[src/hw/rtl/cube_face_direction_texel_macros.svh]
// Assertion macros shared by the cube face texel RTL.
`ifndef CUBE_FACE_DIRECTION_TEXEL_MACROS_SVH
`define CUBE_FACE_DIRECTION_TEXEL_MACROS_SVH

// Assert an implication on the rising clock edge, off during reset.
`define CFDT_ASSERT_IMP(label, clk, rst, ante, cons, msg) \
  label: assert property (@(posedge clk) disable iff (rst) (ante) |-> (cons)) \
    else $error(msg);

// Assert a next-cycle implication on the rising clock edge, off during reset.
`define CFDT_ASSERT_NXT(label, clk, rst, ante, cons, msg) \
  label: assert property (@(posedge clk) disable iff (rst) (ante) |=> (cons)) \
    else $error(msg);

`endif

[src/hw/rtl/cfdt_pkg.sv]
// Package with transaction types and face codes of the cube face texel block.
package cfdt_pkg;

  localparam logic [2:0] FACE_PX = 3'd0;
  localparam logic [2:0] FACE_NX = 3'd1;
  localparam logic [2:0] FACE_PY = 3'd2;
  localparam logic [2:0] FACE_NY = 3'd3;
  localparam logic [2:0] FACE_PZ = 3'd4;
  localparam logic [2:0] FACE_NZ = 3'd5;

  localparam int KBITS = 8;

  typedef struct packed {
    logic [2:0] face;
    logic [9:0] column;
    logic [9:0] row;
  } in_item_t;

  typedef struct packed {
    logic [7:0] intensity;
    logic       coord_error;
  } out_item_t;

endpackage

[src/hw/rtl/cube_face_direction_texel.sv]
// Top level of the cube face texel block: pipelined normalization cube map texel.
// One texel per clock while the output is not stalled; each result passes through the range
// check, squares, distance, square of the numerator, eight stages that each settle one bit
// of the quotient floor by add and compare, and the output register.
// The whole pipeline holds while a result waits on out_ready. face_size is written through
// the cfg channel, which is always ready; values above MAX_SIZE act as MAX_SIZE.
`include "cube_face_direction_texel_macros.svh"

module cube_face_direction_texel #(
  parameter int MAX_SIZE = 1024
) (
  input  logic                 clk,
  input  logic                 rst,
  input  logic                 in_valid,
  output logic                 in_ready,
  input  cfdt_pkg::in_item_t   in_data,
  output logic                 out_valid,
  input  logic                 out_ready,
  output cfdt_pkg::out_item_t  out_data,
  input  logic                 cfg_valid,
  output logic                 cfg_ready,
  input  logic [10:0]          cfg_data
);

  localparam int SW  = $clog2(MAX_SIZE + 1);
  localparam int CW  = ((SW > 10) ? SW : 10) + 1;
  localparam int MW  = CW + 1;
  localparam int AW  = MW + 7;
  localparam int DW  = 2 * CW + 2;
  localparam int WW  = DW + 20;
  localparam int KB  = cfdt_pkg::KBITS;

  logic [10:0] face_size;
  logic        en;
  logic [SW-1:0] s_sat;
  logic [SW-1:0] h;

  // Hold the face size register.
  always_ff @(posedge clk) begin
    if (rst) begin
      face_size <= 11'd64;
    end else if (cfg_valid) begin
      face_size <= cfg_data;
    end
  end
  assign cfg_ready = 1'b1;

  // Advance every stage when the output register is free or being taken.
  assign en       = !out_valid || out_ready;
  assign in_ready = en;

  always_comb begin
    if ({21'd0, face_size} > 32'(MAX_SIZE)) begin
      s_sat = SW'(MAX_SIZE);
    end else begin
      s_sat = SW'(face_size);
    end
    h = s_sat >> 1;
  end

  // Stage 1: range check and centered coordinates.
  logic                 v1, err1;
  logic [2:0]           face1;
  logic [SW-1:0]        s1;
  logic signed [CW-1:0] x1, y1;

  always_ff @(posedge clk) begin
    if (rst) begin
      v1 <= 1'b0;
    end else if (en) begin
      v1 <= in_valid;
    end
  end
  always_ff @(posedge clk) begin
    if (en) begin
      err1  <= (in_data.face > cfdt_pkg::FACE_NZ) ||
               (CW'(in_data.column) >= CW'(s_sat)) || (CW'(in_data.row) >= CW'(s_sat));
      face1 <= in_data.face;
      s1    <= s_sat;
      x1    <= $signed(CW'(in_data.column)) - $signed(CW'(h));
      y1    <= $signed(CW'(in_data.row)) - $signed(CW'(h));
    end
  end

  // Stage 2: squares and signed numerator magnitude.
  logic                 v2, err2, neg2;
  logic [MW-1:0]        mag2;
  logic [DW-1:0]        xx2, yy2, s42;
  logic [CW-1:0]        ax, ay;
  logic [MW-1:0]        mag_c;
  logic                 neg_c;
  logic signed [2*CW-1:0] xsq, ysq;
  logic [2*SW-1:0]      ssq;

  always_comb begin
    ax    = x1[CW-1] ? CW'(-x1) : CW'(x1);
    ay    = y1[CW-1] ? CW'(-y1) : CW'(y1);
    xsq   = x1 * x1;
    ysq   = y1 * y1;
    ssq   = (2*SW)'(s1) * (2*SW)'(s1);
    mag_c = MW'(0);
    neg_c = 1'b0;
    unique case (face1)
      cfdt_pkg::FACE_PX: begin
        mag_c = {ax, 1'b0};
        neg_c = !x1[CW-1] && (x1 != '0);
      end
      cfdt_pkg::FACE_NX: begin
        mag_c = {ax, 1'b0};
        neg_c = x1[CW-1];
      end
      cfdt_pkg::FACE_PY: begin
        mag_c = {ay, 1'b0};
        neg_c = y1[CW-1];
      end
      cfdt_pkg::FACE_NY: begin
        mag_c = {ay, 1'b0};
        neg_c = !y1[CW-1] && (y1 != '0);
      end
      cfdt_pkg::FACE_PZ: begin
        mag_c = MW'(s1);
        neg_c = 1'b0;
      end
      default: begin
        mag_c = MW'(s1);
        neg_c = 1'b1;
      end
    endcase
  end

  always_ff @(posedge clk) begin
    if (rst) begin
      v2 <= 1'b0;
    end else if (en) begin
      v2 <= v1;
    end
  end
  always_ff @(posedge clk) begin
    if (en) begin
      err2 <= err1;
      neg2 <= neg_c;
      mag2 <= mag_c;
      xx2  <= DW'($unsigned(xsq));
      yy2  <= DW'($unsigned(ysq));
      s42  <= DW'(ssq >> 2);
    end
  end

  // Stage 3: distance and scaled numerator.
  logic          v3, err3, neg3, zero3;
  logic [DW-1:0] d3;
  logic [AW-1:0] a3;

  always_ff @(posedge clk) begin
    if (rst) begin
      v3 <= 1'b0;
    end else if (en) begin
      v3 <= v2;
    end
  end
  always_ff @(posedge clk) begin
    if (en) begin
      err3  <= err2;
      neg3  <= neg2;
      zero3 <= (mag2 == '0);
      d3    <= s42 + xx2 + yy2;
      a3    <= AW'(mag2) * AW'(127);
    end
  end

  // Stage 4: square of the scaled numerator.
  logic          v4, err4, neg4, zero4;
  logic [DW-1:0] d4;
  logic [WW-1:0] a24;

  always_ff @(posedge clk) begin
    if (rst) begin
      v4 <= 1'b0;
    end else if (en) begin
      v4 <= v3;
    end
  end
  always_ff @(posedge clk) begin
    if (en) begin
      err4  <= err3;
      neg4  <= neg3;
      zero4 <= zero3;
      d4    <= d3;
      a24   <= WW'((2*AW)'(a3) * (2*AW)'(a3));
    end
  end

  // Quotient stages: settle one bit of k per stage, tracking P = d*k*k and Q = d*k.
  logic          vs   [0:KB];
  logic          errs [0:KB];
  logic          negs [0:KB];
  logic          zeros[0:KB];
  logic [DW-1:0] ds   [0:KB];
  logic [WW-1:0] a2s  [0:KB];
  logic [WW-1:0] ps   [0:KB];
  logic [WW-1:0] qs   [0:KB];
  logic [KB-1:0] ks   [0:KB];

  assign vs[0]    = v4;
  assign errs[0]  = err4;
  assign negs[0]  = neg4;
  assign zeros[0] = zero4;
  assign ds[0]    = d4;
  assign a2s[0]   = a24;
  assign ps[0]    = '0;
  assign qs[0]    = '0;
  assign ks[0]    = '0;

  for (genvar i = 0; i < KB; i++) begin : g_bit
    localparam int J = KB - 1 - i;
    logic [WW-1:0]  t;
    logic [WW+1:0]  t4;
    logic           fits;

    always_comb begin
      t    = ps[i] + (qs[i] << (J + 1)) + (WW'(ds[i]) << (2 * J));
      t4   = {t, 2'b00};
      fits = t4 <= (WW+2)'(a2s[i]);
    end

    always_ff @(posedge clk) begin
      if (rst) begin
        vs[i+1] <= 1'b0;
      end else if (en) begin
        vs[i+1] <= vs[i];
      end
    end
    always_ff @(posedge clk) begin
      if (en) begin
        errs[i+1]  <= errs[i];
        negs[i+1]  <= negs[i];
        zeros[i+1] <= zeros[i];
        ds[i+1]    <= ds[i];
        a2s[i+1]   <= a2s[i];
        ps[i+1]    <= fits ? t : ps[i];
        qs[i+1]    <= fits ? (qs[i] + (WW'(ds[i]) << J)) : qs[i];
        ks[i+1]    <= fits ? (ks[i] | KB'(1 << J)) : ks[i];
      end
    end
  end

  // Final: apply sign and exactness, clamp, and load the output register.
  logic [7:0]   intensity_next;
  logic         exact;
  logic [KB-1:0] kf;

  always_comb begin
    kf    = ks[KB];
    exact = {ps[KB], 2'b00} == (WW+2)'(a2s[KB]);
    priority if (errs[KB]) begin
      intensity_next = 8'd0;
    end else if (zeros[KB]) begin
      intensity_next = 8'd128;
    end else if (!negs[KB]) begin
      intensity_next = kf[7] ? 8'd255 : {1'b1, kf[6:0]};
    end else if (exact) begin
      intensity_next = (kf > 8'd128) ? 8'd0 : 8'(9'd128 - {1'b0, kf});
    end else begin
      intensity_next = (kf > 8'd127) ? 8'd0 : 8'(9'd127 - {1'b0, kf});
    end
  end

  always_ff @(posedge clk) begin
    if (rst) begin
      out_valid <= 1'b0;
    end else if (en) begin
      out_valid <= vs[KB];
    end
  end
  always_ff @(posedge clk) begin
    if (en) begin
      out_data.intensity   <= intensity_next;
      out_data.coord_error <= errs[KB];
    end
  end

  // Check output behavior.
  `CFDT_ASSERT_IMP(a_err_zero, clk, rst, out_valid && out_data.coord_error, out_data.intensity == 8'd0, "error result with nonzero intensity")
  `CFDT_ASSERT_NXT(a_stall_hold, clk, rst, out_valid && !out_ready, out_valid && $stable(out_data), "stalled result changed")
  `CFDT_ASSERT_NXT(a_stall_pipe, clk, rst, !en, $stable(vs[KB]) && $stable(v1), "pipeline moved during stall")

endmodule

[config.mk]
export PLATFORM = sky130hd
export DESIGN_NAME = cube_face_direction_texel
export DESIGN_NICKNAME = d
export VERILOG_FILES = /design/src/hw/rtl/cfdt_pkg.sv /design/src/hw/rtl/cube_face_direction_texel.sv
export VERILOG_INCLUDE_DIRS = /design/src /design/src/hw/rtl
export SDC_FILE = /design/constraint.sdc
export NUM_CORES = 2
export LEC_CHECK = 0
export BUFFER_PORTS_ARGS = -buffer_cell sky130_fd_sc_hd__buf_2
export CAP_MARGIN = 20
export CORE_ASPECT_RATIO = 0.7
export CORE_MARGIN = 1.5
export CORE_UTILIZATION = 57
export CTS_BUF_LIST = sky130_fd_sc_hd__clkbuf_4 sky130_fd_sc_hd__clkbuf_8
export CTS_CLUSTER_DIAMETER = 30
export DETAILED_ROUTE_END_ITERATION = 10
export GPL_ROUTABILITY_DRIVEN = 0
export HOLD_SLACK_MARGIN = 0.05
export PLACE_DENSITY = 0.84
export REMOVE_ABC_BUFFERS = 1
export SLEW_MARGIN = 25
export SYNTH_ARGS = -nofsm -noshare
export SYNTH_HDL_FRONTEND = slang
export SYNTH_SLANG_ARGS = --single-unit
[constraint.sdc]
create_clock -name clk -period 51.7 [get_ports clk]
set_input_delay 2.585 -clock clk [delete_from_list [all_inputs] [get_ports clk]]
set_output_delay 2.585 -clock clk [all_outputs]
set_load 0.02 [all_outputs]
==> impl_metrics.yaml <==
synthesis:
  most_used_dff_post_synth: "edfxtp_1"
  mappedNetlistArea_sq_um: 102000
  syn-instance-count: 8909
  postSynth.asyncResetShare_pct: 0
  synth_cell_types: 97
  flop_and_latch_count_out_of_synthesis: 1306
  synth_edf_count: 1282
  synthesis.area_per_instance_sq_um: 11.4
  synth_warnings: 0
  synth.yosys.seq_area_share_pct: 38.3
routing:
  wl_met3_um: 24100
  drc_errors: 0
  drt.antenna.violating_nets: 0
  wl_per_cell_um: 20.7
  drt-initial-drc-count: 7131
  routed_wirelength_um: 240000
  detailedRoute.firstPassIterationCount: 9
  route.detailed.vias_per_inst: 6.02
  detail_route.wirelength.met1_um: 99900
  dr.max_layer_used: "met5"
  dr_vias: 69800
  detailroute.wirelength.met2_um: 106000
place:
  place.detailed.hpwl_um: 187000
  io_buffer_count: 49
floorplan:
  initial_standard_cell_utilization_of_the_core_pct: 57.5
  die_h_um: 357
  placeableCoreArea_sq_um: 177000
  die_width_um: 508
  placementRows: 129
  floorplan.io_pins: 51
  floorplan.die_area_sq_um: 181000
global_route:
  number_of_antenna_violations_at_the_first_check_in_global_routing: 6
  grt_start_max_net_pins: 185
  grt_pass1_wl_um: 380000
  grt_pass1_vias: 71000
  grt_remaining_overflow: 0
  grt_use_total_pct: 26.6
clock_tree:
  cts.repair_timing.setup_buffer_count: 0
  maximum_count_of_clock_buffers_along_a_single_path: 3
  clock_root_buffer: "clkbuf_8"
  cts.hold.buffers_added: 0
  cts-htree-levels: 4
  tritoncts: "done"
  worstSkewPairLatency_ns: 0.99
  post_cts.resized_instances: 0
  cts_buffers: 233
  cts.reportedPaths.clkPinSlew_ns: 0.07
  clkSinkCount: 1306
hold_path:
  hold_class: "reg2reg"
finish:
  post_layout_nets: 10900
  fill_cells: 12700
  post_route_cells_drive_above_1_share_pct: 8.89
  area_delta_synth_final_pct: 7.92
  postLayoutCoreUtil_pct: 62.0
sta:
  achievable-frequency_mhz: 119
  fin_crit_sh_pct: 16.2
  grt_setup_unrepaired: "no"
  worstMarginPinSlew_ns: 1.12
  final-max-slew-violation-count: 0
  fin_crit_ns: 8.37
  setup_total_negative_slack_ns: 0
  hold_viol_final: 0
  maxSlewHeadroom_pct: 25.4
  skew_ns: 0.0621
  report.final.setup_viol: 0
critical_path:
  worst-setup-path-type: "reg2reg"
  crit_family: "simple AND/OR/NAND/NOR gates"
  cp-start-kind: "flip-flop"
  cp-end-kind: "flip-flop"
  cpPeakStageDelay_ns: 0.72
  cpMaxStageDelayCell: "buf_4"
  critical_path_buf_inv_count: 3
  worstPathMaxFanout: 62
  cp.required_ns: 52.40
  arrival_ns: 9.07
run:
  drv_cap: 0
status:
  outcome: "finished clean"
sequential cells by signal, indices dropped and copies added (netlist names), 9 cells and up:
signal,count
a24,39
a2s,312
a3,20
d3,26
d4,26
ds,182
face_size,11
ks,28
mag2,13
out_data,9
ps,270
qs,218
s1,11
s42,20
x1,11
xx2,21
y1,11
yy2,21
cells in the mapped netlist (67+ instances only):
cell	count	share of area, %
a21o_1	306	2.3
nand3_1	123	0.60
nor3_1	110	0.54
clkbuf_1	150	0.55
xnor2_1	382	3.3
nor2b_1	142	0.87
nand2_1	501	1.8
fa_1	767	15
inv_1	1129	4.2
nand2b_1	80	0.49
o21a_1	67	0.49
nor2_1	372	1.4
and2_1	236	1.5
xor2_1	199	1.7
ha_1	1092	13
edfxtp_1	1282	38
mux2_2	248	2.7
o21ai_0	328	1.6
nand4_1	105	0.65
a21oi_1	489	2.4
metal layers:
| metal | vias up | GRT usage, % |
|---|---|---|
| met5 | - | 0 |
| met4 | 2 | 10.5 |
| met3 | 540 | 5.15 |
| met2 | 3628 | 41.3 |
| met1 | 34000 | 37.0 |
| li1 | 31600 | - |
layout make-up:
type | instances | area (sq um) | share of cell area [%]
diodes | 7 | 17.5 | 0.0159
inverters | 1130 | 4250 | 3.87
well taps | 2358 | 2950 | 2.69
flip-flops and latches | 1306 | 39000 | 35.5
clock inverters | 146 | 1610 | 1.47
multi-input cells | 6286 | 57800 | 52.6
clock buffers | 279 | 3570 | 3.25
repair buffers | 92 | 657 | 0.598
metrics by stage:
stage	area (sq um)	hold slack [ns]	instances	setup WS, ns
after detailed placement	105000	0.405	11200	43.59
after global placement	105000	0.403	11200	43.59
after global routing	110000	0.367	11600	42.91
after floorplan	101000	0.400	8722	21.55
final	110000	0.370	11600	43.33
after CTS	110000	0.369	11600	43.48
cells by family (layout without fill, tap and decap cells):
kind of cell / Yosys count / after routing / synth area share, %
AND/OR/NAND/NOR: 1888 / 1888 / 9.36
adder cells (fa/ha/maj): 1860 / 1860 / 28.5
AO/OA/AOI/OAI: 1613 / 1613 / 10.2
buffers and inverters: 1325 / 1647 / 4.99
flip-flops: 1306 / 1306 / 38.3
XOR/XNOR: 581 / 581 / 5.00
multiplexers: 334 / 334 / 3.66
other: 2 / 17 / 0.00738
layout by cell type, fill, tap and decap left out, types with 56 or more instances in the layout:
master    synthesis  final
nor2_1          372    372
nor2b_1         142    141
nand2b_1         80     80
nand4_1         105    105
ha_1           1092   1092
nor3_1          110    110
mux2_2          248    248
mux2_1           58     58
xor2_1          199    199
a31oi_1          56     56
o21a_1           67     67
a21oi_1         489    489
o21ai_0         328    328
and2_1          236    236
edfxtp_1       1282   1282
clkbuf_8          0    236
fa_1            767    767
nand3_1         123    123
xnor2_1         382    382
inv_1          1129   1128
a21o_1          306    306
nand2_1         501    501
path summary, 6_finish.rpt:
check	start	to	slack, ns	depth (start not counted)
hold reg to reg	d3[22]	d4[22]	0.37	0
setup / recovery	ds[80]	ps[99]	43.33	25
setup reg to reg	ds[80]	ps[99]	43.33	25
hold / removal	d3[22]	d4[22]	0.37	0
Power is not shown: default switching activity piles up to over one toggle a cycle in this logic, so the estimate is an artifact.
